--- src/sv/assert_macros.svh ---
// assertion macros shared by the hash block
// expects clk and rst_n in the scope of each use
`ifndef ASSERT_MACROS_SVH
`define ASSERT_MACROS_SVH

`define MMH_ASSERT(label, prop, msg) \
    label: assert property (@(posedge clk) disable iff (!rst_n) prop) else $error(msg);

`define MMH_ASSERT_NEVER(label, expr, msg) \
    label: assert property (@(posedge clk) disable iff (!rst_n) !(expr)) else $error(msg);

`endif

--- src/sv/mmh_pkg.sv ---
// package for the murmur3 x64 128-bit hash block
// constants, command and status types, state codes and helper functions
`default_nettype none
package mmh_pkg;

    localparam int LENGTH_BITS = 64;
    localparam int WORD_W = 64;
    localparam int IN_TDATA_W = 136;
    localparam int OUT_TDATA_W = 128;
    localparam int QUEUE_DEPTH = 2;
    localparam int QUEUE_AW = 1;

    localparam logic [63:0] MIX_C1 = 64'h87c37b91114253d5;
    localparam logic [63:0] MIX_C2 = 64'h4cf5ad432745937f;
    localparam logic [63:0] ADD_ONE = 64'h0000000052dce729;
    localparam logic [63:0] ADD_TWO = 64'h0000000038495ab5;
    localparam logic [63:0] FIN_C1 = 64'hff51afd7ed558ccd;
    localparam logic [63:0] FIN_C2 = 64'hc4ceb9fe1a85ec53;

    localparam logic [4:0] BLOCK_BYTES = 5'd16;
    localparam logic [4:0] WORD_BYTES = 5'd8;

    typedef struct packed {
        logic [63:0] word_low;
        logic [63:0] word_high;
        logic        absorb;
        logic        tail_one;
        logic        tail_two;
        logic        finish;
        logic [4:0]  add_len;
    } cmd_t;

    typedef struct packed {
        logic busy;
        logic done;
    } mul_stat_t;

    typedef enum logic [1:0] {
        PH_LOW,
        PH_CROSS_A,
        PH_CROSS_B,
        PH_SUM
    } mul_phase_t;

    typedef enum logic [4:0] {
        S_IDLE,
        S_K1A,
        S_K1B,
        S_H1ADD,
        S_H1FIN,
        S_K2A,
        S_K2B,
        S_H2ADD,
        S_H2FIN,
        S_FXOR,
        S_FADD1,
        S_FADD2,
        S_FSHIFT,
        S_F1M1,
        S_F1M2,
        S_F2M1,
        S_F2M2,
        S_FSUM1,
        S_FDONE
    } state_t;

    function automatic logic [63:0] byte_mask(input logic [3:0] n);
        logic [63:0] m;
        for (int i = 0; i < 8; i++)
        begin
            m[8*i +: 8] = (4'(i) < n) ? 8'hff : 8'h00;
        end
        return m;
    endfunction

    function automatic logic [63:0] rotl64(input logic [63:0] v, input int unsigned r);
        return (v << r) | (v >> (64 - r));
    endfunction

endpackage
`default_nettype wire

--- src/sv/mmh_mul.sv ---
// 64 by 64 multiplier keeping the low 64 bits, built on one 32 by 32 multiplier
// depends on mmh_pkg
`default_nettype none
module mmh_mul (
    input  wire logic          clk,
    input  wire logic          rst_n,
    input  wire logic          start,
    input  wire logic [63:0]   a,
    input  wire logic [63:0]   b,
    output mmh_pkg::mul_stat_t stat,
    output logic [63:0]        result
);

    logic                busy_reg;
    logic                done_reg;
    mmh_pkg::mul_phase_t phase_reg, phase_next;
    logic [63:0]         a_reg;
    logic [63:0]         b_reg;
    logic [63:0]         prod_reg;
    logic [63:0]         acc_reg;
    logic [31:0]         op_a;
    logic [31:0]         op_b;
    logic [63:0]         partial;

    assign op_a = (phase_reg == mmh_pkg::PH_CROSS_B) ? a_reg[63:32] : a_reg[31:0];
    assign op_b = (phase_reg == mmh_pkg::PH_CROSS_A) ? b_reg[63:32] : b_reg[31:0];
    assign partial = op_a * op_b;

    assign stat.busy = busy_reg;
    assign stat.done = done_reg;
    assign result = acc_reg;

    always_comb
    begin
        case (phase_reg)
            mmh_pkg::PH_LOW:     phase_next = mmh_pkg::PH_CROSS_A;
            mmh_pkg::PH_CROSS_A: phase_next = mmh_pkg::PH_CROSS_B;
            mmh_pkg::PH_CROSS_B: phase_next = mmh_pkg::PH_SUM;
            default:             phase_next = mmh_pkg::PH_LOW;
        endcase
    end

    always_ff @(posedge clk or negedge rst_n)
    begin
        if (!rst_n)
        begin
            busy_reg <= 1'b0;
            done_reg <= 1'b0;
            phase_reg <= mmh_pkg::PH_LOW;
        end
        else
        begin
            done_reg <= 1'b0;
            if (start)
            begin
                busy_reg <= 1'b1;
                phase_reg <= mmh_pkg::PH_LOW;
            end
            else if (busy_reg)
            begin
                phase_reg <= phase_next;
                if (phase_reg == mmh_pkg::PH_SUM)
                begin
                    busy_reg <= 1'b0;
                    done_reg <= 1'b1;
                end
            end
        end
    end

    always_ff @(posedge clk)
    begin
        if (start)
        begin
            a_reg <= a;
            b_reg <= b;
        end
        if (busy_reg)
        begin
            prod_reg <= partial;
            case (phase_reg)
                mmh_pkg::PH_CROSS_A: acc_reg <= prod_reg;
                mmh_pkg::PH_CROSS_B: acc_reg <= acc_reg + {prod_reg[31:0], 32'd0};
                mmh_pkg::PH_SUM:     acc_reg <= acc_reg + {prod_reg[31:0], 32'd0};
                default:             acc_reg <= acc_reg;
            endcase
        end
    end

endmodule
`default_nettype wire

--- config.mk ---
export PLATFORM = sky130hd
export DESIGN_NAME = mmh_mul
export DESIGN_NICKNAME = d
export VERILOG_FILES = /design/src/sv/assert_macros.svh /design/src/sv/mmh_pkg.sv /design/src/sv/mmh_mul.sv
export SDC_FILE = /design/constraint.sdc
export NUM_CORES = 2
export LEC_CHECK = 0
export ABC_AREA = 1
export ABC_CLOCK_PERIOD_IN_PS = 9500
export BUFFER_PORTS_ARGS = -buffer_cell sky130_fd_sc_hd__buf_2
export CAP_MARGIN = 20
export CORE_MARGIN = 8
export CORE_UTILIZATION = 60
export DETAILED_ROUTE_END_ITERATION = 8
export MAX_ROUTING_LAYER = met4
export PLACE_DENSITY = 0.78
export SETUP_SLACK_MARGIN = 0.1
export SLEW_MARGIN = 20
export SYNTH_ARGS = -nofsm -noshare
export SYNTH_HDL_FRONTEND = slang
export SYNTH_SLANG_ARGS = --single-unit
--- constraint.sdc ---
create_clock -name clk -period 9.5 [get_ports clk]
set_clock_uncertainty 0.2 [all_clocks]
set_input_delay 0 -clock clk [delete_from_list [all_inputs] [get_ports clk]]
set_output_delay 0 -clock clk [all_outputs]
set_load 0.02 [all_outputs]
==> impl_metrics.json <==
{
  "status": "completed",
  "grt_pass1_vias": 41250,
  "io_buffers": 196,
  "fin_util_pct": 68.33,
  "num_io_pins": 197,
  "setup_violations": 0,
  "synth_edf_count": 256,
  "path_clk_slew_ns": 0.07,
  "crit_path_frequent_cell": "fa_1",
  "globalplace.congestion": 1.058,
  "ys.flop_type": "edfxtp_1",
  "grt_overflow": 0,
  "fmax_ghz": 0.1085,
  "core-area_mm2": 0.07608,
  "die_y_um": 293.4,
  "area_growth_pct": 12.59,
  "setup_tns_ns": 0,
  "fin_crit_sh_pct": 97.04,
  "critPathCaptureType": "flip-flop",
  "nets": 7242,
  "place.detailed.hpwl_mm": 123.5,
  "layout.area.seq_mm2": 0.007789,
  "maxCapViolations": 0,
  "initial_core_util_pct": 60.69,
  "wire_per_inst_um": 23.85,
  "period_minus_slack_ns": 9.219,
  "grt_pass1_wl_mm": 247.0,
  "synth_area_leaders": "fa_1 (39%), edfxtp_1 (17%), inv_1 (11%)",
  "synth_area_mm2": 0.04617,
  "totalWireLength_mm": 166.3,
  "clkLatencyLatePin_ns": 0.61,
  "crit_path_max_incr_delay_ns": 0.92,
  "worst_pin_slew_ns": 1.155,
  "firstDrtPassIters": 7,
  "crit_fanout": 26,
  "syn-num-nets": 6816,
  "synth.distinct_cells": 39,
  "drt_iter0_drc": 4303,
  "multi_input_area_mm2": 0.03229,
  "rrSetupSlack_ns": 0.28,
  "synth_top_area_cell": "fa_1",
  "max-slew-margin-rel_pct": 22.96,
  "seq_area_frac_synth_pct": 16.87,
  "clockBufferDepth": 3,
  "ctsHtreeMaxLevel": 1,
  "cts-root-buf": "clkbuf_16",
  "layout-drive-gt1-share_pct": 9.163,
  "num-fill-cells": 5966,
  "cp-start-kind": "flip-flop",
  "syn_avg_cell_area_um2": 8.413,
  "antenna_found_initial": 4,
  "final_cell_mix": "inv_1 (1338), nand2_1 (1290), fa_1 (897), nor2_1 (746), ha_1 (298)",
  "synth_top_area_share_pct": 38.89,
  "yosysWarnings": 0,
  "route.vias.total": 39550,
  "slowest_stage": "o21ai_2",
  "grt.total_usage_pct": 39.42,
  "cts_tree": "done",
  "rsz0062_at_grt": "false",
  "hp-class": "in -> async",
  "final_hold_viol_count": 0,
  "crit_arrival_ns": 9.34,
  "cts.sinks": 260,
  "syn_inst": 5488,
  "layout_commonest_cell": "inv_1",
  "yosys_register_bits": 260,
  "path_class": "reg -> reg",
  "dieWidth_um": 293.4,
  "rows": 101,
  "crit_required_ns": 9.63,
  "grt_max_degree": 75,
  "maxSlewViolCount": 0,
  "ant_nets": 0,
  "cts_made_buffers": 29,
  "ys_async_sr_fraction_pct": 1.538,
  "viasPerCell": 5.673,
  "drc": 0,
  "dieArea_mm2": 0.08608
}
[final cells by class]
class	count	share of cell area, %
timing repair buffer	568	8.543
clock inverter	20	0.3177
clock buffer	34	1.432
tap	1030	2.479
inverter	1396	10.10
sequential	260	14.98
antenna	5	0.02407
multi-input combinational	3659	62.12
[per-stage QoR]
stage          area, um^2  hold WS, ns  worst slack [ns]  std cells
6_report            51980       0.1722            0.2809       6972
5_1_grt             51980       0.1908            0.1744       6971
4_1_cts             51940       0.1073            0.3554       6965
3_5_place_dp        48440      -0.3722            0.3754       6652
3_3_place_gp        48440      -0.3886            0.3904       6652
2_1_floorplan       46170      -0.4956             2.223       5488
[metal layers]
metal | vias up | part of all wire (%) | GRT usage (%)
met2 | 2797 | 45 | 60.42
li1 | 16740 | - | -
met3 | 825 | 12 | 10.72
met5 | - | 0 | -
met4 | 0 | 8.2 | 23.72
met1 | 19190 | 34 | 46.54
[path summary, 6_finish.rpt]
kind                                               start  cells past startpoint                        to
min in group clk                  prod_reg[58]$_DFFE_PP_                      2      result[58]$_DFFE_PP_
max in group asynchronous                          rst_n                      3        busy_reg$_DFF_PN0_
worst max-delay path            phase_reg[0]$_DFFE_PN0P_                     28    prod_reg[58]$_DFFE_PP_
worst min-delay path                               rst_n                      3  phase_reg[1]$_DFFE_PN0P_
worst max register to register  phase_reg[0]$_DFFE_PN0P_                     28    prod_reg[58]$_DFFE_PP_
worst min register to register    prod_reg[58]$_DFFE_PP_                      2      result[58]$_DFFE_PP_
[critical path: cells and delay by family (launching register included)]
kind,cells,cell delay (ns)
adder cells (fa/ha/maj),10,4.92
AO/OA/AOI/OAI,2,1.21
AND/OR/NAND/NOR,9,1.06
flip-flops,1,0.46
buffers and inverters,7,1.04
[synth_stat cells (11+ instances only)]
cell type  instances
nand4_1           19
fa_1             897
o21ai_1           19
nor3_1            15
inv_1           1339
o21bai_1          11
o21ai_2           27
clkbuf_1          22
xnor2_1           15
nand3_1           94
nor2_1           747
nand2_1         1290
edfxtp_1         256
ha_1             300
or2_2             13
o21ai_0           17
inv_2             57
nor2_2            29
a21oi_1           59
o21ai_4           20
xor2_1            34
buf_2            132
nand2_2           20
[what timing repair did]
item	CTS	global route
endpoints found under the setup margin	0	16
hold buffers	259	0
buffers inserted	0	1
gates resized for setup	0	5
hold endpoints to repair	188	0
[cell families after synthesis]
logic type,share of synthesized area [%]
DFF,16.87
adders and majority gates,47.02
xor gates and xnor gates,0.9295
and+or+nand+nor,19.40
AOI/OAI and AO/OA,2.496
buffers and inverters,13.28
Power is left out: the tool's default activity adds up to more than one toggle a clock period on the data nets, which glitch-free logic cannot reach.
