## src/sv/assert_macros.svh

```systemverilog
// assertion macros shared by the hash block
// expects clk and rst_n in the scope of each use
`ifndef ASSERT_MACROS_SVH
`define ASSERT_MACROS_SVH

`define MMH_ASSERT(label, prop, msg) \
    label: assert property (@(posedge clk) disable iff (!rst_n) prop) else $error(msg);

`define MMH_ASSERT_NEVER(label, expr, msg) \
    label: assert property (@(posedge clk) disable iff (!rst_n) !(expr)) else $error(msg);

`endif

```

## src/sv/mmh_pkg.sv

```systemverilog
// package for the murmur3 x64 128-bit hash block
// constants, command and status types, state codes and helper functions
`default_nettype none
package mmh_pkg;

    localparam int LENGTH_BITS = 64;
    localparam int WORD_W = 64;
    localparam int IN_TDATA_W = 136;
    localparam int OUT_TDATA_W = 128;
    localparam int QUEUE_DEPTH = 2;
    localparam int QUEUE_AW = 1;

    localparam logic [63:0] MIX_C1 = 64'h87c37b91114253d5;
    localparam logic [63:0] MIX_C2 = 64'h4cf5ad432745937f;
    localparam logic [63:0] ADD_ONE = 64'h0000000052dce729;
    localparam logic [63:0] ADD_TWO = 64'h0000000038495ab5;
    localparam logic [63:0] FIN_C1 = 64'hff51afd7ed558ccd;
    localparam logic [63:0] FIN_C2 = 64'hc4ceb9fe1a85ec53;

    localparam logic [4:0] BLOCK_BYTES = 5'd16;
    localparam logic [4:0] WORD_BYTES = 5'd8;

    typedef struct packed {
        logic [63:0] word_low;
        logic [63:0] word_high;
        logic        absorb;
        logic        tail_one;
        logic        tail_two;
        logic        finish;
        logic [4:0]  add_len;
    } cmd_t;

    typedef struct packed {
        logic busy;
        logic done;
    } mul_stat_t;

    typedef enum logic [1:0] {
        PH_LOW,
        PH_CROSS_A,
        PH_CROSS_B,
        PH_SUM
    } mul_phase_t;

    typedef enum logic [4:0] {
        S_IDLE,
        S_K1A,
        S_K1B,
        S_H1ADD,
        S_H1FIN,
        S_K2A,
        S_K2B,
        S_H2ADD,
        S_H2FIN,
        S_FXOR,
        S_FADD1,
        S_FADD2,
        S_FSHIFT,
        S_F1M1,
        S_F1M2,
        S_F2M1,
        S_F2M2,
        S_FSUM1,
        S_FDONE
    } state_t;

    function automatic logic [63:0] byte_mask(input logic [3:0] n);
        logic [63:0] m;
        for (int i = 0; i < 8; i++)
        begin
            m[8*i +: 8] = (4'(i) < n) ? 8'hff : 8'h00;
        end
        return m;
    endfunction

    function automatic logic [63:0] rotl64(input logic [63:0] v, input int unsigned r);
        return (v << r) | (v >> (64 - r));
    endfunction

endpackage
`default_nettype wire

```

## src/sv/mmh_queue.sv

```systemverilog
// short command queue between the front end and the hash core
// depends on mmh_pkg and assert_macros.svh
`default_nettype none
`include "assert_macros.svh"
module mmh_queue (
    input  wire logic          clk,
    input  wire logic          rst_n,
    input  wire logic          push,
    input  wire mmh_pkg::cmd_t push_cmd,
    input  wire logic          pop,
    output mmh_pkg::cmd_t      pop_cmd,
    output logic               full,
    output logic               empty
);

    localparam logic [mmh_pkg::QUEUE_AW:0] DEPTH_CNT =
        (mmh_pkg::QUEUE_AW + 1)'(mmh_pkg::QUEUE_DEPTH);

    mmh_pkg::cmd_t                  entry_reg [mmh_pkg::QUEUE_DEPTH];
    logic [mmh_pkg::QUEUE_AW-1:0]   wr_ptr_reg, wr_ptr_next;
    logic [mmh_pkg::QUEUE_AW-1:0]   rd_ptr_reg, rd_ptr_next;
    logic [mmh_pkg::QUEUE_AW:0]     count_reg, count_next;

    assign full = count_reg == DEPTH_CNT;
    assign empty = count_reg == '0;
    assign pop_cmd = entry_reg[rd_ptr_reg];

    always_comb
    begin
        wr_ptr_next = push ? wr_ptr_reg + 1'b1 : wr_ptr_reg;
        rd_ptr_next = pop ? rd_ptr_reg + 1'b1 : rd_ptr_reg;
        count_next = count_reg;
        if (push && !pop)
        begin
            count_next = count_reg + 1'b1;
        end
        else if (pop && !push)
        begin
            count_next = count_reg - 1'b1;
        end
    end

    always_ff @(posedge clk or negedge rst_n)
    begin
        if (!rst_n)
        begin
            wr_ptr_reg <= '0;
            rd_ptr_reg <= '0;
            count_reg <= '0;
        end
        else
        begin
            wr_ptr_reg <= wr_ptr_next;
            rd_ptr_reg <= rd_ptr_next;
            count_reg <= count_next;
        end
    end

    always_ff @(posedge clk)
    begin
        if (push)
        begin
            entry_reg[wr_ptr_reg] <= push_cmd;
        end
    end

    `MMH_ASSERT(a_count_range, count_reg <= DEPTH_CNT, "queue count beyond depth")
    `MMH_ASSERT_NEVER(a_pop_empty, pop && empty, "pop from empty queue")

endmodule
`default_nettype wire

```

## config.mk

```make
export PLATFORM = sky130hd
export DESIGN_NAME = mmh_queue
export DESIGN_NICKNAME = d
export VERILOG_FILES = /design/src/sv/mmh_pkg.sv /design/src/sv/mmh_queue.sv
export VERILOG_INCLUDE_DIRS = /design/src /design/src/sv
export SDC_FILE = /design/constraint.sdc
export NUM_CORES = 1
export LEC_CHECK = 0
export BUFFER_PORTS_ARGS = -buffer_cell sky130_fd_sc_hd__buf_2
export CORE_MARGIN = 4
export CORE_UTILIZATION = 56
export DETAILED_ROUTE_END_ITERATION = 8
export GPL_ROUTABILITY_DRIVEN = 0
export GPL_TIMING_DRIVEN = 0
export PLACE_DENSITY_LB_ADDON = 0.2
export SYNTH_ARGS = -nofsm -noshare
export SYNTH_HDL_FRONTEND = slang
export SYNTH_SLANG_ARGS = --single-unit
```

## constraint.sdc

```tcl
create_clock -name clk -period 16 [get_ports clk]
set_clock_uncertainty 0.15 [all_clocks]
set_input_delay 3.2 -clock clk [delete_from_list [all_inputs] [get_ports clk]]
set_output_delay 3.2 -clock clk [all_outputs]
set_load 0.02 [all_outputs]
```

==> results by group, run 1 <==
Clocking
  – CTS clk-pin slew, worst paths: 60 ps
  – CTS tree: built
  – Setup Fix Bufs, Post-CTS: 0
  – Hold_buf cts: 0
  – Sink Count: 278
  – Clock Root Buffer: clkbuf_16
  – CTS Buf Count: 27
  – Worst-case clock buffer depth: 3
  – Post-CTS sizing: 0
  – # H-tree levels: 1
  – Worst-skew pair later-pin latency: 510 ps

Power
  – Pwr Density: 184.8 nW/um^2
  – Lkg Pwr: 4.843 nW
  – VDD IR max: 0.0001313 V

Route
  – Drt wl/cell: 19.36 um
  – Final ANT Viol Nets: 0
  – Residual DRC: 0
  – Vias per cell: 5.103
  – Total number of vias: 5118
  – DRT Wirelength: 19420 um
  – Router iterations before antenna repair: 4
  – 1st-iter DRT viols: 227

Die
  – # IOs: 280
  – Die W: 142.4 um
  – DIE HEIGHT: 142.4 um
  – Area of the die: 20290 sq um
  – Core area: 17480 sq um
  – Rows: 48
  – Initial Utilization: 0.5790

Worst setup path
  – CP cell instances: buf_6, buf_6, mux2_2, buf_2
  – Crit-path most repeated cell: buf_6
  – CP max stage delay: 390 ps
  – Worst-path fanout max: 10
  – Startpoint Class: flop
  – Critical path class: reg2out
  – Delay-heaviest family, CP: buffers and inverters
  – Crit path max-delay cell type: dfrtp_1
  – Buf/Inv on CP: 3
  – Crit. End Element: output pin
  – Worst Path Arrival: 1850 ps
  – Worst EP required: 12650 ps

Synth
  – Number of flops mapped to enable cells by yosys: 274
  – Commonest cells post-synth: edfxtp_1 (274), mux2_2 (137), buf_6 (14)
  – Synth area leaders: edfxtp_1 (81%), mux2_2 (15%), buf_6 (1.6%)
  – Mapped Cells: 442
  – Synth Net Count: 584
  – Number of synthesized register bits: 278
  – Ys flop type: edfxtp_1
  – Syn Area/Cell: 22.90 sq um
  – Syn Std Cell Area: 10120 sq um
  – Top-count cell post-synth: edfxtp_1
  – Asr flop ratio synth: 0.01439
  – Post-synth top area cell: edfxtp_1
  – Post-synthesis sequential area ratio: 0.8229
  – Synth warn: 0
  – Synth top area share: 0.8131
  – Yosys cell types: 12

Layout
  – Final core utilization: 0.7294
  – Ratio of cells with drive above 1 in the final layout: 0.6088
  – Max reg flops: 274
  – Fin nets: 898
  – Area grow syn2layout: 25.96%

STA
  – Least-Margin Pin Slew: 511.1 ps
  – Min Tclk post-route: 5200 ps
  – # setup viols final: 0
  – Slew HR: 0.6585
  – Slew Viols, Final: 0
  – RSZ-0062 raised after global routing: no
  – Tcrit/Tclk final: 0.3250
  – Final setup TNS: 0 ps
  – F_max: 0.1923 GHz
  – Fin. Hold Viols: 0

Place
  – Post-DP HPWL: 13380 um
  – Count of input and output buffers: 279

Global routing
  – First-pass GRT wire length: 29350 um
  – Initial antenna violation count: 3
  – Vias in the first global route: 5574
  – Total track usage: 0.1864
  – Largest net degree at the start of global routing: 67
  – Grt total ovfl: 0

Outcome
  – Status: complete, no violations

Worst hold path
  – Hold Crit Class: reg2reg

Flow run
  – # Max-Cap Violations: 0
==> through the flow <==
step | worst slack, ps | instance area (sq um) | instances | total power, mW | hold WS [ps]
5_1_grt | 10710 | 12750 | 1003 | 2.468 | 360.8
3_3_place_gp | 3094 | 11800 | 946 | 1.811 | 318.6
3_5_place_dp | 11170 | 11940 | 952 | 1.810 | 335.0
4_1_cts | 10750 | 12740 | 1002 | 2.388 | 343.9
2_1_floorplan | 6066 | 10120 | 442 | 1.567 | 305.5
6_report | 10800 | 12750 | 1003 | 2.356 | 343.3
==> per-layer routing <==
metal | vias to the layer above | global-route usage | wire length, um
met5 | - | 0 | 21
met4 | 4 | 0.05703 | 469
met3 | 36 | 0.06351 | 1808
met2 | 183 | 0.3327 | 10330
met1 | 2502 | 0.2130 | 6784
li1 | 2393 | - | -
==> layout by cell type, fill, tap and decap left out <==
master / Yosys / final
mux2_2: 137 / 137
inv_6: 0 / 1
bufinv_16: 0 / 1
edfxtp_1: 274 / 274
ha_1: 1 / 1
buf_6: 14 / 14
xnor2_1: 1 / 1
xor2_1: 4 / 4
buf_16: 0 / 2
buf_12: 0 / 4
nor2_1: 2 / 2
and2_4: 0 / 1
clkinvlp_4: 0 / 1
dfrtp_1: 4 / 4
clkbuf_1: 0 / 8
inv_1: 1 / 1
nor2b_4: 0 / 1
nor2b_1: 2 / 1
clkbuf_16: 0 / 27
diode_2: 0 / 1
clkinv_1: 0 / 8
clkinv_2: 0 / 4
buf_2: 1 / 280
==> power breakdown <==
part / switching, mW / internal, mW / leakage [nW]
registers: 0.0322 / 0.965 / 2.62
logic: 0.465 / 0.324 / 1.84
clock network: 0.245 / 0.326 / 0.389
total: 0.741 / 1.61 / 4.84
==> kinds of logic (layout without fill, tap and decap cells) <==
| kind of cell | count (synthesis) | in the layout | synth area share |
|---|---|---|---|
| XOR/XNOR | 5 | 5 | 0.004327 |
| adder cells (fa/ha/maj) | 1 | 1 | 0.001236 |
| buffers and inverters | 16 | 351 | 0.01644 |
| flip-flops | 278 | 278 | 0.8229 |
| multiplexers | 137 | 137 | 0.1524 |
| other | 0 | 1 | 0 |
| AND/OR/NAND/NOR | 5 | 5 | 0.002597 |
==> final timing paths <==
path,startpoint,slack [ps],depth (start not counted),endpoint
min in group asynchronous,rst_n,2320,1,count_reg[1]
min,count_reg[1],340,1,count_reg[1]
max reg2reg,wr_ptr_reg,14120,3,entry_reg[0][15]
max,rd_ptr_reg,10800,4,pop_cmd[127]
min reg2reg,count_reg[1],340,1,count_reg[1]
max in group asynchronous,rst_n,13250,1,wr_ptr_reg
==> worst reg2reg max path: stages, from the launching register on <==
cell     delay [ps]
dfrtp_1         430
nor2b_4         450
buf_12          280
buf_12          240
==> layout make-up <==
cell class	instances	area, sq um
multi-input combinational	148	1635
timing repair buffer	285	1531
clock inverter	15	96.34
sequential	278	8328
inverter	1	3.754
clock buffer	35	705.7
fill	1116	4730
tap	225	281.5
buffer	15	162.7
antenna	1	2.502
(Power assumes the default switching activity.)
==> run 2: changes to the inputs <==
--- a/config.mk
+++ b/config.mk
@@ -6,9 +6,10 @@
 export SDC_FILE = /design/constraint.sdc
 export NUM_CORES = 1
 export LEC_CHECK = 0
+export ABC_AREA = 1
 export BUFFER_PORTS_ARGS = -buffer_cell sky130_fd_sc_hd__buf_2
 export CORE_MARGIN = 4
-export CORE_UTILIZATION = 56
+export CORE_UTILIZATION = 52
 export DETAILED_ROUTE_END_ITERATION = 8
 export GPL_ROUTABILITY_DRIVEN = 0
 export GPL_TIMING_DRIVEN = 0
==> constraint.sdc (replaced) <==
create_clock -name clk -period 5.1 [get_ports clk]
set_clock_uncertainty 0.15 [all_clocks]
set_input_delay 1.02 -clock clk [delete_from_list [all_inputs] [get_ports clk]]
set_output_delay 1.02 -clock clk [all_outputs]
set_load 0.02 [all_outputs]
==> run 2 against run 1 <==
Against the previous run: synthesized area is 0.20% higher; via count is 2.2% higher; clock-buffer cell count is 3 higher; final area is 1.1% higher; cell count is 4.5% higher; non-clock buffer count is 1 lower; critical path depth stayed put; wire length is 1.2% higher; sequential power grew to 3.1 times the previous value; sequential share of layout area is 0.69 points lower; setup slack worse by 8700 ps; total power grew to 3.2 times the previous value; critical endpoint is now pop_cmd[42]; largest cell class unchanged; largest power group unchanged; highest routed layer unchanged.
==> results by group, run 2 <==
STA
  – Fin. Hold Viols: 0
  – Tcrit/Tclk final: 0.5930
  – RSZ-0062 raised after global routing: no
  – Slew Viols, Final: 0
  – Min Tclk post-route: 3024 ps
  – Slew HR: 0.5451
  – Least-Margin Pin Slew: 680.8 ps
  – F_max: 0.3307 GHz
  – # setup viols final: 0
  – Final worst slack: 2076 ps

Clocking
  – Worst-skew pair later-pin latency: 510 ps
  – CTS tree: built
  – Post-CTS sizing: 0
  – CTS clk-pin slew, worst paths: 60 ps
  – Hold_buf cts: 0
  – # H-tree levels: 1
  – Sink Count: 278
  – Clock Root Buffer: clkbuf_16
  – Setup Fix Bufs, Post-CTS: 0
  – Worst-case clock buffer depth: 3
  – CTS Buf Count: 28

Place
  – Placed cell count: 995
  – Count of input and output buffers: 279
  – Setup WS pre-CTS: 2287 ps
  – Post-DP Area: 11980 sq um
  – Post-DP HPWL: 13700 um

Layout
  – Ratio of cells with drive above 1 in the final layout: 0.6048
  – Reg area: 8328 sq um
  – Finished Layout Cells: 1048
  – Area grow syn2layout: 27.05%
  – Final core utilization: 0.6796
  – Commonest non-fill, non-tap cells in the layout: buf_2 (280), edfxtp_1 (274), mux2_2 (137)
  – # fillers: 1248
  – Multi-input logic area: 1630 sq um
  – Fin nets: 907
  – Max reg flops: 274
  – Fin area: 12880 sq um
  – Commonest non-fill, non-tap cell in the layout: buf_2

Synth
  – Synth Net Count: 593
  – Syn Std Cell Area: 10140 sq um
  – Asr flop ratio synth: 0.01439
  – Synth area leaders: edfxtp_1 (81%), mux2_2 (15%), buf_6 (1.6%)
  – Synth warn: 0
  – Mapped Cells: 451
  – Ys flop type: edfxtp_1
  – Yosys cell types: 13
  – Number of synthesized register bits: 278
  – Synth top area share: 0.8115
  – Commonest cells post-synth: edfxtp_1 (274), mux2_2 (137), buf_6 (14)
  – Post-synth top area cell: edfxtp_1
  – Syn Area/Cell: 22.48 sq um
  – Number of flops mapped to enable cells by yosys: 274
  – Post-synthesis sequential area ratio: 0.8213
  – Top-count cell post-synth: edfxtp_1

Die
  – DIE HEIGHT: 147.6 um
  – Die W: 147.6 um
  – Initial Utilization: 0.5349
  – Area of the die: 21800 sq um
  – Rows: 50
  – # IOs: 280
  – Core area: 18960 sq um

Global routing
  – Vias in the first global route: 5677
  – Initial antenna violation count: 2
  – Largest net degree at the start of global routing: 77
  – Total track usage: 0.1757
  – First-pass GRT wire length: 30080 um
  – Grt total ovfl: 0

Worst setup path
  – Startpoint Class: flop
  – Delay-heaviest family, CP: buffers and inverters
  – Crit. End Element: output pin
  – CP Depth: 4
  – CP max stage delay: 400 ps
  – Critical path class: reg2out
  – Worst EP required: 3930 ps
  – CP cell instances: buf_6, buf_6, mux2_2, buf_2
  – Crit-path most repeated cell: buf_6
  – Buf/Inv on CP: 3
  – Worst-path fanout max: 10
  – Worst Path Arrival: 1850 ps
  – Crit path max-delay cell type: dfrtp_1
  – Cells on worst reg2reg path: 3

Route
  – Final ANT Viol Nets: 0
  – Drt wl/cell: 18.74 um
  – 1st-iter DRT viols: 185
  – Vias per cell: 4.993
  – Router iterations before antenna repair: 4
  – DRT Wirelength: 19640 um
  – Met1 wire length: 7080 um
  – Total number of vias: 5233
  – Top Layer Used: met5
  – Met2 wire length: 10490 um
  – Met3 wire len: 1604 um
  – Residual DRC: 0

Power
  – Pwr Density: 587.2 nW/um^2
  – Post-layout power: 7.565 mW
  – Lkg Pwr: 4.908 nW
  – VDD IR max: 0.0003337 V

Worst hold path
  – Hold Crit Class: in2async

Outcome
  – Status: complete, no violations

Flow run
  – # Max-Cap Violations: 0
[run 2: changes by cell type after synthesis, moves of 2 or more]
cell     previous run  this run
inv_1               1         7
nand2_1             0         5
nor2b_1             2         0
xor2_1              4         2
[run 2: cell families (layout without fill, tap and decap cells)]
kind of cell,count (synthesis),in the layout,share of synthesized area
xor gates and xnor gates,3,3,0.002592
other,0,1,0
and+or+nand+nor,10,10,0.004072
DFF,278,278,0.8213
muxes,137,137,0.1521
buffers and inverters,22,358,0.01863
adders and majority gates,1,1,0.001234
[run 2: where the power goes]
| part | leakage, nW | internal [mW] | switching, mW |
|---|---|---|---|
| combinational | 1.85 | 1.00 | 1.47 |
| clock | 0.442 | 1.19 | 0.778 |
| sequential | 2.62 | 3.03 | 0.101 |
| total | 4.91 | 5.22 | 2.35 |
[run 2: layout make-up]
class	instances	share of cell area
Timing Repair Buffer	284	0.1167
Buffer	15	0.01263
Inverter	7	0.002428
Antenna cell	1	0.0001942
Tap cell	260	0.02525
Multi-Input combinational cell	151	0.1266
Sequential cell	278	0.6465
Clock buffer	38	0.05895
Clock inverter	14	0.01078
[run 2: worst paths after layout]
kind	from	end	slack, ps
setup / recovery	rd_ptr_reg	pop_cmd[42]	2080
hold / removal	rst_n	wr_ptr_reg	150
setup reg to reg	wr_ptr_reg	entry_reg[0][46]	3090
hold reg to reg	count_reg[1]	count_reg[1]	360
max in group asynchronous	rst_n	count_reg[0]	4520
min in group clk	count_reg[1]	count_reg[1]	360
[run 2: per-layer routing]
metal | GRT usage | up-vias
li1 | - | 2429
met1 | 0.2051 | 2575
met2 | 0.3150 | 192
met3 | 0.05212 | 35
met4 | 0.05266 | 2
met5 | 0 | -
[run 2: stage by stage]
| step | hold WS [ps] | setup TNS [ps] |
|---|---|---|
| 2_1_floorplan | 313.1 | 0 |
| 3_3_place_gp | 343.8 | -94650 |
| 3_5_place_dp | 349.9 | 0 |
| 4_1_cts | 129.6 | 0 |
| 5_1_grt | 129.2 | 0 |
| 6_report | 153.7 | 0 |
