$ cat config.mk
export PLATFORM = sky130hd
export DESIGN_NAME = mmh_front
export DESIGN_NICKNAME = d
export VERILOG_FILES = /design/src/sv/assert_macros.svh /design/src/sv/mmh_pkg.sv /design/src/sv/mmh_front.sv
export SDC_FILE = /design/constraint.sdc
export NUM_CORES = 1
export LEC_CHECK = 0
export BUFFER_PORTS_ARGS = -buffer_cell sky130_fd_sc_hd__buf_2
export CAP_MARGIN = 20
export CORE_AREA = 2 2 109 111
export DETAILED_ROUTE_END_ITERATION = 6
export DIE_AREA = 0 0 111 113
export PLACE_DENSITY = 0.56
export SKIP_LAST_GASP = 1
export SYNTH_ARGS = -nofsm -noshare
export SYNTH_HDL_FRONTEND = slang
export SYNTH_SLANG_ARGS = --single-unit
$ cat constraint.sdc
create_clock -name vclk -period 0.8
set_input_delay 0.04 -clock vclk [all_inputs]
set_output_delay 0.04 -clock vclk [all_outputs]
set_load 0.1 [all_outputs]
$ cat src/sv/assert_macros.svh
// assertion macros shared by the hash block
// expects clk and rst_n in the scope of each use
`ifndef ASSERT_MACROS_SVH
`define ASSERT_MACROS_SVH

`define MMH_ASSERT(label, prop, msg) \
    label: assert property (@(posedge clk) disable iff (!rst_n) prop) else $error(msg);

`define MMH_ASSERT_NEVER(label, expr, msg) \
    label: assert property (@(posedge clk) disable iff (!rst_n) !(expr)) else $error(msg);

`endif

$ cat src/sv/mmh_pkg.sv
// package for the murmur3 x64 128-bit hash block
// constants, command and status types, state codes and helper functions
`default_nettype none
package mmh_pkg;

    localparam int LENGTH_BITS = 64;
    localparam int WORD_W = 64;
    localparam int IN_TDATA_W = 136;
    localparam int OUT_TDATA_W = 128;
    localparam int QUEUE_DEPTH = 2;
    localparam int QUEUE_AW = 1;

    localparam logic [63:0] MIX_C1 = 64'h87c37b91114253d5;
    localparam logic [63:0] MIX_C2 = 64'h4cf5ad432745937f;
    localparam logic [63:0] ADD_ONE = 64'h0000000052dce729;
    localparam logic [63:0] ADD_TWO = 64'h0000000038495ab5;
    localparam logic [63:0] FIN_C1 = 64'hff51afd7ed558ccd;
    localparam logic [63:0] FIN_C2 = 64'hc4ceb9fe1a85ec53;

    localparam logic [4:0] BLOCK_BYTES = 5'd16;
    localparam logic [4:0] WORD_BYTES = 5'd8;

    typedef struct packed {
        logic [63:0] word_low;
        logic [63:0] word_high;
        logic        absorb;
        logic        tail_one;
        logic        tail_two;
        logic        finish;
        logic [4:0]  add_len;
    } cmd_t;

    typedef struct packed {
        logic busy;
        logic done;
    } mul_stat_t;

    typedef enum logic [1:0] {
        PH_LOW,
        PH_CROSS_A,
        PH_CROSS_B,
        PH_SUM
    } mul_phase_t;

    typedef enum logic [4:0] {
        S_IDLE,
        S_K1A,
        S_K1B,
        S_H1ADD,
        S_H1FIN,
        S_K2A,
        S_K2B,
        S_H2ADD,
        S_H2FIN,
        S_FXOR,
        S_FADD1,
        S_FADD2,
        S_FSHIFT,
        S_F1M1,
        S_F1M2,
        S_F2M1,
        S_F2M2,
        S_FSUM1,
        S_FDONE
    } state_t;

    function automatic logic [63:0] byte_mask(input logic [3:0] n);
        logic [63:0] m;
        for (int i = 0; i < 8; i++)
        begin
            m[8*i +: 8] = (4'(i) < n) ? 8'hff : 8'h00;
        end
        return m;
    endfunction

    function automatic logic [63:0] rotl64(input logic [63:0] v, input int unsigned r);
        return (v << r) | (v >> (64 - r));
    endfunction

endpackage
`default_nettype wire

$ cat src/sv/mmh_front.sv
// front end: takes input transactions, saturates the byte count and masks the tail
// depends on mmh_pkg
`default_nettype none
module mmh_front (
    input  wire logic                             s_tvalid,
    output logic                                  s_tready,
    input  wire logic [mmh_pkg::IN_TDATA_W-1:0]   s_tdata,  // block_low, block_high, valid_bytes
    input  wire logic                             s_tlast,  // last_block
    input  wire logic                             queue_full,
    output logic                                  push,
    output mmh_pkg::cmd_t                         cmd
);

    logic [63:0] block_low;
    logic [63:0] block_high;
    logic [4:0]  valid_bytes;
    logic [4:0]  cnt;
    logic [4:0]  high_cnt;
    logic [3:0]  n_low;
    logic [3:0]  n_high;
    logic        full_block;

    assign block_low = s_tdata[63:0];
    assign block_high = s_tdata[127:64];
    assign valid_bytes = s_tdata[132:128];

    assign s_tready = !queue_full;
    assign push = s_tvalid && !queue_full;

    always_comb
    begin
        cnt = (valid_bytes > mmh_pkg::BLOCK_BYTES) ? mmh_pkg::BLOCK_BYTES : valid_bytes;
        full_block = !s_tlast || (cnt == mmh_pkg::BLOCK_BYTES);
        high_cnt = cnt - mmh_pkg::WORD_BYTES;
        n_low = (cnt >= mmh_pkg::WORD_BYTES) ? 4'd8 : cnt[3:0];
        n_high = (cnt > mmh_pkg::WORD_BYTES) ? high_cnt[3:0] : 4'd0;

        cmd.absorb = full_block;
        cmd.tail_one = !full_block && (cnt != 5'd0);
        cmd.tail_two = !full_block && (cnt > mmh_pkg::WORD_BYTES);
        cmd.finish = s_tlast;
        cmd.add_len = s_tlast ? cnt : mmh_pkg::BLOCK_BYTES;
        cmd.word_low = full_block ? block_low : (block_low & mmh_pkg::byte_mask(n_low));
        cmd.word_high = full_block ? block_high : (block_high & mmh_pkg::byte_mask(n_high));
    end

endmodule
`default_nettype wire

==> flow_summary.toml, run 1 <==
[status]
status = "finished with violations"
violations = "setup timing"

[min_path]
hp-class = "in -> out"
min_path_cells = 3
hp-start = "queue_full"
hold_end = "push"

[critical_path]
worst_setup_path_end_kind = "output pin"
startpoint_type = "input pin"
worstPathMaxFanout = 9
slowest_delay_ns = 0.17
worstSetupStartpoint = "s_tdata[132]"
crit_path_frequent_cell = "buf_12"
required_ns = 0.76
crit_arrival_ns = 1.10
crit_slowest_cell = "buf_12"
cp_cell_sequence = "buf_8 -> buf_6 -> nor2b_4 -> buf_12 -> buf_12 -> buf_12 -> a21boi_4 -> buf_12"
path_class = "in -> out"

[sta]
rsz0062_at_grt = "yes"
fin_crit_sh = 1.43
timing.setup.tns_ns = -38.55
finalSetupViolCount = 136
slew_headroom = 0.769
slew_violations = 0
worst_slew_pin_slew_ns = 0.346
fmax_mhz = 874
setup_slack_ns = -0.344
layout_min_cycle_time_ns = 1.14
hold_viol = 0

[floorplan]
die_w_um = 111
dieArea_mm2 = 0.0125
std_cell_rows = 39
ios = 278
die_h_um = 113
design.core.area_mm2 = 0.0113
start_util = 0.114

[global_route]
grt_start_max_net_pins = 17
antenna_found_initial = 0
track_usage = 0.171
grt.overflow.total = 0
grt_first_pass_wirelength_mm = 17.3
first_global_vias = 3171

[synth]
synth_area_mm2 = 0.00128
seq_area_frac_synth = 0
synthCells = 184
syn-num-nets = 323
ys.warnings.count = 0
syn_area_per_cell_um2 = 6.98
ys_types = 20

[place]
globalplace.congestion = 0.790
place_inst = 631
port_buffers = 275
dp_hpwl_mm = 8.31

[power_and_ir_drop]
p_leak_nw = 3.48
p_per_area_mw_per_mm2 = 1070
irDropWorstVdd_mv = 0.707

[layout]
regArea_um2 = 0
fin_nets = 660
seq_cells = 0
utilization = 0.639
drive_gt1_frac = 0.973
n_clock_buffer = 0
antenna_cells = 0
syn2layout_area_growth_pct = 461
fin_cells = 662

[routing]
detail_route.iter0.violations = 39
vias_per_cell = 4.23
post_drt_wl_per_cell_um = 17.2
drtAntennaViolNets = 0
drt-pass1-iter-count = 4
drc = 0
drt_wl_total_mm = 11.4
vias = 2802

[clocking]
postCtsHoldBufs = 0

[run]
drv_cap = 0
==> Yosys cell counts <==
library cell,number,area share
nor3b_4,1,0.015
and2_1,11,0.054
a31oi_1,8,0.039
o211ai_1,1,0.0059
nand4_2,1,0.0097
nand2_2,1,0.0049
buf_6,4,0.035
and2b_1,2,0.012
o31ai_2,1,0.0097
o21ai_1,2,0.0078
nand3_1,3,0.012
nand2_1,2,0.0059
a21oi_1,1,0.0039
inv_1,12,0.035
nor4b_4,1,0.019
buf_4,8,0.047
nor2b_1,16,0.078
nor2_1,4,0.012
buf_2,9,0.035
a21boi_0,96,0.56
==> placed cells by master, fill, tap and decap left out, types with 2 or more instances in the layout <==
master,n
nor2b_4,16
a21boi_2,7
buf_8,17
buf_4,26
and2_4,11
a21boi_4,89
and2b_4,2
inv_1,9
a31oi_4,8
buf_16,5
clkbuf_16,2
buf_6,37
buf_12,138
nor2_4,3
buf_2,130
inv_8,2
==> final cells by class <==
class,count,area [um2]
Tap cell,143,179
Timing Repair Buffer,355,4470
Multi-Input combinational cell,151,2480
Fill cell,809,4070
Timing Repair inverter,1,11.3
Inverter,12,68.8
==> stage by stage <==
stage / total power, mW / hold slack, ns / area [um2] / worst slack [ns]
2_1_floorplan: 4.54 / 0.181 / 2460 / -0.732
3_3_place_gp: 6.69 / 0.389 / 5770 / -0.537
3_5_place_dp: 6.74 / 0.395 / 5770 / -0.581
4_1_cts: 7.55 / 0.395 / 7000 / -0.366
5_1_grt: 7.87 / 0.402 / 7210 / -0.388
6_report: 7.67 / 0.398 / 7210 / -0.344
==> worst max-delay path by stage <==
stage,endpoint,slack (ns),cells after the start
floorplan,cmd[41],-0.73,3
global placement,cmd[7],-0.54,5
detailed placement,cmd[7],-0.58,5
CTS,cmd[120],-0.37,8
global route,cmd[34],-0.39,8
finish,cmd[34],-0.34,8
==> per-layer routing <==
| metal | wire [um] | GRT usage | part of all wire |
|---|---|---|---|
| met5 | 0 | 0 | 0 |
| met4 | 148 | 0.0250 | 0.013 |
| met3 | 812 | 0.0343 | 0.071 |
| met2 | 6840 | 0.365 | 0.60 |
| met1 | 3610 | 0.171 | 0.32 |
==> worst max-delay path: cells and delay by family <==
family                 cells  cell delay (ns)
AO/OA/AOI/OAI              1             0.08
buffers and inverters      6             0.82
AND/OR/NAND/NOR            1             0.15
==> cell families after synthesis <==
group	count (synthesis)	share of synthesized area
buffers and inverters	33	0.152
and+or+nand+nor	42	0.220
AOI/OAI and AO/OA	109	0.628
==> where the power goes <==
part	total [mW]	internal, mW	leakage, nW	switching [mW]
Sequential	0	0	0	0
Clock	0	0	0	0
Combinational	7.67	2.99	3.48	4.68
Total	7.67	2.99	3.48	4.68
==> repair_timing <==
| action | in CTS | in global routing |
|---|---|---|
| pin swaps | 29 | 21 |
| buffers inserted | 14 | 9 |
| hold endpoints to repair | 0 | 0 |
| resized for setup | 225 | 28 |
| setup endpoints to repair | 136 | 136 |
| gates cloned | 8 | 1 |
No activity file was read; power rests on OpenSTA's default activity.
==> run 2: changes to the inputs <==
--- a/config.mk
+++ b/config.mk
@@ -15,3 +15,4 @@
 export SYNTH_ARGS = -nofsm -noshare
 export SYNTH_HDL_FRONTEND = slang
 export SYNTH_SLANG_ARGS = --single-unit
+export TNS_END_PERCENT = 50
==> flow_summary.toml, run 2 (synthesis results as in run 1) <==
[layout]
layout_commonest_cell = "buf_2"
antenna_cells = 0
seq_cells = 0
mostFrequentLayoutCells = "buf_2 (139), buf_12 (121), a21boi_4 (74), buf_4 (37), buf_6 (26)"
drive_gt1_frac = 0.957
fin_cells = 652
fin_nets = 650
n_clock_buffer = 0
regArea_um2 = 0
syn2layout_area_growth_pct = 414

[place]
dp_hpwl_mm = 7.93
port_buffers = 275
place_ws_ns = -0.542
globalplace.congestion = 0.758
place_inst = 623

[global_route]
track_usage = 0.155
first_global_vias = 2999
grt_start_max_net_pins = 17
grt.overflow.total = 0
antenna_found_initial = 0
grt_first_pass_wirelength_mm = 15.9

[sta]
setup_slack_ns = -0.338
slew_violations = 0
rsz0062_at_grt = "yes"
fin_crit_sh = 1.42
slew_headroom = 0.675
layout_min_cycle_time_ns = 1.14
finalSetupViolCount = 136
timing.setup.tns_ns = -34.17
hold_viol = 0
worst_slew_pin_slew_ns = 0.491
fmax_mhz = 879

[critical_path]
required_ns = 0.76
worst_setup_path_end_kind = "output pin"
crit_slowest_cell = "nor4b_4"
crit_arrival_ns = 1.10
path_class = "in -> out"
cp_cell_sequence = "buf_12 -> nor4b_4 -> buf_4 -> clkbuf_16 -> a21boi_4 -> buf_12"
crit_path_frequent_cell = "buf_12"
slowest_delay_ns = 0.35
worstPathMaxFanout = 8
startpoint_type = "input pin"

[min_path]
hp-start = "queue_full"
hp-class = "in -> out"
hold_end = "s_tready"
min_path_cells = 3

[clocking]
postCtsHoldBufs = 0

[routing]
drtAntennaViolNets = 0
vias = 2746
detail_route.iter0.violations = 34
drt-pass1-iter-count = 4
drt_wl_total_mm = 10.9
post_drt_wl_per_cell_um = 16.7
drc = 0
vias_per_cell = 4.21

[floorplan]
std_cell_rows = 39
dieArea_mm2 = 0.0125
die_w_um = 111
design.core.area_mm2 = 0.0113
start_util = 0.114
die_h_um = 113
ios = 278

[status]
violations = "setup timing"
status = "finished with violations"

[power_and_ir_drop]
p_leak_nw = 3.15
p_per_area_mw_per_mm2 = 1100
irDropWorstVdd_mv = 0.752

[run]
drv_cap = 0
run 2: changes by cell type in the layout (fill, tap and decap cells not counted), moves of 11 or more:
cell	previous run	this run
a21boi_2	7	22
a21boi_4	89	74
buf_12	138	121
buf_4	26	37
buf_6	37	26
nor2b_2	0	14
nor2b_4	16	1
run 2: worst max-delay path by stage:
stage | start | end | slack [ns] | cells past startpoint
after floorplan | s_tdata[130] | cmd[41] | -0.73 | 3
after global placement | s_tdata[128] | cmd[14] | -0.49 | 6
after detailed placement | s_tdata[129] | cmd[7] | -0.54 | 5
after CTS | s_tdata[130] | cmd[96] | -0.36 | 5
after global routing | s_tdata[131] | cmd[96] | -0.37 | 6
final | s_tdata[131] | cmd[81] | -0.34 | 6
run 2: report_power, final:
| part | switching [mW] | internal, mW | total, mW |
|---|---|---|---|
| clock network | 0 | 0 | 0 |
| logic | 4.57 | 2.68 | 7.25 |
| registers | 0 | 0 | 0 |
| total | 4.57 | 2.68 | 7.25 |
run 2: through the flow:
stage	hold slack, ns	power (mW)	util	instance area (um2)
floorplan	0.278	4.36	-	2170
global placement	0.382	6.18	0.448	5050
detailed placement	0.388	6.22	0.448	5050
CTS	0.388	6.98	0.546	6160
global route	0.403	7.43	0.585	6590
finish	0.387	7.25	0.585	6590
run 2: per-layer routing:
| metal | share of wire | track usage | wire [um] | vias to the layer above |
|---|---|---|---|---|
| met5 | 0 | 0 | 0 | - |
| met4 | 0.017 | 0.0183 | 182 | 0 |
| met3 | 0.078 | 0.0354 | 853 | 12 |
| met2 | 0.58 | 0.320 | 6280 | 165 |
| met1 | 0.33 | 0.162 | 3570 | 1261 |
| li1 | - | - | - | 1308 |
run 2: area by class of cell:
cell class	count	area, um2
fillers	857	4680
inverters	12	52.6
repair buffers	345	4090
multi-input cells	151	2260
repair inverters	1	7.51
well taps	143	179
run 2: what timing repair did:
action	in CTS	in global routing
gates resized for setup	224	66
pin swaps	33	21
setup buffers	10	14
gates cloned	5	1
setup endpoints to repair	136	136
run 2: critical path, delay by kind of cell:
kind	cells	cell delay, ns
and+or+nand+nor	1	0.35
buffers and inverters	4	0.63
AOI/OAI and AO/OA	1	0.07
==> run 3: changes to the inputs <==
--- a/config.mk
+++ b/config.mk
@@ -5,6 +5,7 @@
 export SDC_FILE = /design/constraint.sdc
 export NUM_CORES = 1
 export LEC_CHECK = 0
+export ABC_AREA = 1
 export BUFFER_PORTS_ARGS = -buffer_cell sky130_fd_sc_hd__buf_2
 export CAP_MARGIN = 20
 export CORE_AREA = 2 2 109 111
==> flow_summary.toml, run 3 <==
[sta]
fin_crit_sh = 1.34
hold_viol = 0
slew_violations = 0
fmax_mhz = 934
slew_headroom = 0.854
timing.hold.ws_ns = 0.385
layout_min_cycle_time_ns = 1.07
worst_slew_pin_slew_ns = 0.218
rsz0062_at_grt = "yes"
finalSetupViolCount = 135
setup_slack_ns = -0.270

[min_path]
min_path_cells = 3
hp-start = "queue_full"
hold_end = "s_tready"
hp-class = "in -> out"

[synth]
synth_top_area_frac = 0.385
ys.warnings.count = 0
seq_area_frac_synth = 0
synthTopCellsByCount = "inv_1 (130), nor2_1 (104), nand2_1 (27)"
synthCells = 307
synth.most_common_cell = "inv_1"
ys_types = 16
yosys-top-cells-area = "inv_1 (38%), nor2_1 (31%), nand2_1 (8.0%)"
syn_area_per_cell_um2 = 4.13
synth_top_cell_by_area = "inv_1"
syn-num-nets = 446
synth_area_mm2 = 0.00127

[routing]
vias = 2748
drc = 0
drt_wl_total_mm = 8.96
drt-pass1-iter-count = 3
post_drt_wl_per_cell_um = 11.9
drtAntennaViolNets = 0
vias_per_cell = 3.65
detail_route.iter0.violations = 62

[place]
globalplace.congestion = 0.776
place_ws_ns = -0.409
dp_hpwl_mm = 8.07
port_buffers = 275

[power_and_ir_drop]
pwr-share-clk = 0
seq_power_share = 0
p_per_area_mw_per_mm2 = 1140
sw_frac_of_total = 0.643
intPower_mw = 2.60
p_leak_nw = 3.31
combinationalPowerShare = 1.000
p_total_mw = 7.28
power_switching_mw = 4.68
irDropWorstVdd_mv = 0.827

[layout]
syn2layout_area_growth_pct = 401
drive_gt1_frac = 0.764
mostFrequentLayoutCells = "buf_12 (157), buf_2 (130), inv_1 (114), nor2_4 (65), nor2_2 (34)"
nFillCells = 988
regArea_um2 = 0
antenna_cells = 0
layout_commonest_cell = "buf_12"
fin_nets = 750
seq_cells = 0
n_clock_buffer = 0

[global_route]
first_global_vias = 2757
track_usage = 0.134
grt_first_pass_wirelength_mm = 14.1
antenna_found_initial = 0
grt.overflow.total = 0
grt_start_max_net_pins = 10

[critical_path]
startpoint_type = "input pin"
worst_setup_path_end_kind = "output pin"
worstPathMaxFanout = 8
path_class = "in -> out"
crit_arrival_ns = 1.03
required_ns = 0.76

[floorplan]
die_w_um = 111
design.core.area_mm2 = 0.0113
dieArea_mm2 = 0.0125
std_cell_rows = 39
start_util = 0.113
die_h_um = 113
ios = 278

[status]
status = "finished with violations"
violations = "setup timing"

[clocking]
postCtsHoldBufs = 0

[run]
drv_cap = 0
[run 3: changes by cell type after synthesis, moves of 5 or more]
cell / change
a21boi_0: -88
a21oi_1: +7
a31oi_1: -6
and2_1: -11
buf_2: -6
buf_4: -5
inv_1: +118
nand2_1: +25
nor2_1: +100
nor2b_1: -16
[run 3: through the flow]
stage | area [um2] | utilization | TNS [ns] | std cells
after global placement | 5980 | 0.531 | -43.55 | 746
after CTS | 6290 | 0.558 | -27.69 | 751
after detailed placement | 5980 | 0.531 | -43.16 | 746
final | 6360 | 0.564 | -27.42 | 752
after global routing | 6360 | 0.564 | -33.57 | 752
after floorplan | 2040 | - | -59.81 | 307
[run 3: critical path, stage by stage]
cell and delay (ns):
buf_12 0.09, inv_8 0.03, nor2_4 0.13, buf_12 0.14, nand2_8 0.10, nor2_4 0.12
buf_12 0.15, nor2_2 0.06, buf_12 0.16
[run 3: cell families after synthesis]
| logic type | after synthesis | synth area share |
|---|---|---|
| AOI/OAI and AO/OA | 19 | 0.0957 |
| buffers and inverters | 140 | 0.426 |
| and+or+nand+nor | 148 | 0.478 |
[run 3: power groups by stage]
stage          registers, mW  logic [mW]  clock network [mW]
2_1_floorplan              0        4.34                   0
3_3_place_gp               0        7.08                   0
3_5_place_dp               0        7.11                   0
4_1_cts                    0        7.30                   0
5_1_grt                    0        7.49                   0
6_report                   0        7.28                   0
[run 3: per-layer routing]
layer	global-route usage	wire length (um)
met1	0.141	2970
met2	0.282	5210
met3	0.0327	751
met4	0.00333	27
met5	0	0
[run 3: worst max path at each step]
| stage | slack, ns | cells after the start | endpoint | startpoint |
|---|---|---|---|---|
| floorplan | -0.84 | 3 | cmd[121] | s_tdata[129] |
| global placement | -0.40 | 8 | cmd[15] | s_tdata[132] |
| detailed placement | -0.41 | 8 | cmd[27] | s_tdata[132] |
| CTS | -0.28 | 9 | cmd[50] | s_tlast |
| global route | -0.32 | 9 | cmd[14] | s_tlast |
| finish | -0.27 | 9 | cmd[14] | s_tlast |
[run 3: cell type report]
cell class	instances	area, um2	share of cell area
repair buffers	308	3980	0.626
multi-input cells	167	1650	0.259
inverters	134	551	0.0865
well taps	143	179	0.0281
[run 3: timing repair]
item	4_1_cts	5_1_grt
setup endpoints to repair	135	135
resized for setup	72	11
gates cloned	1	0
pin swaps	11	10
endpoints found under the hold margin	0	0
setup buffers	4	1
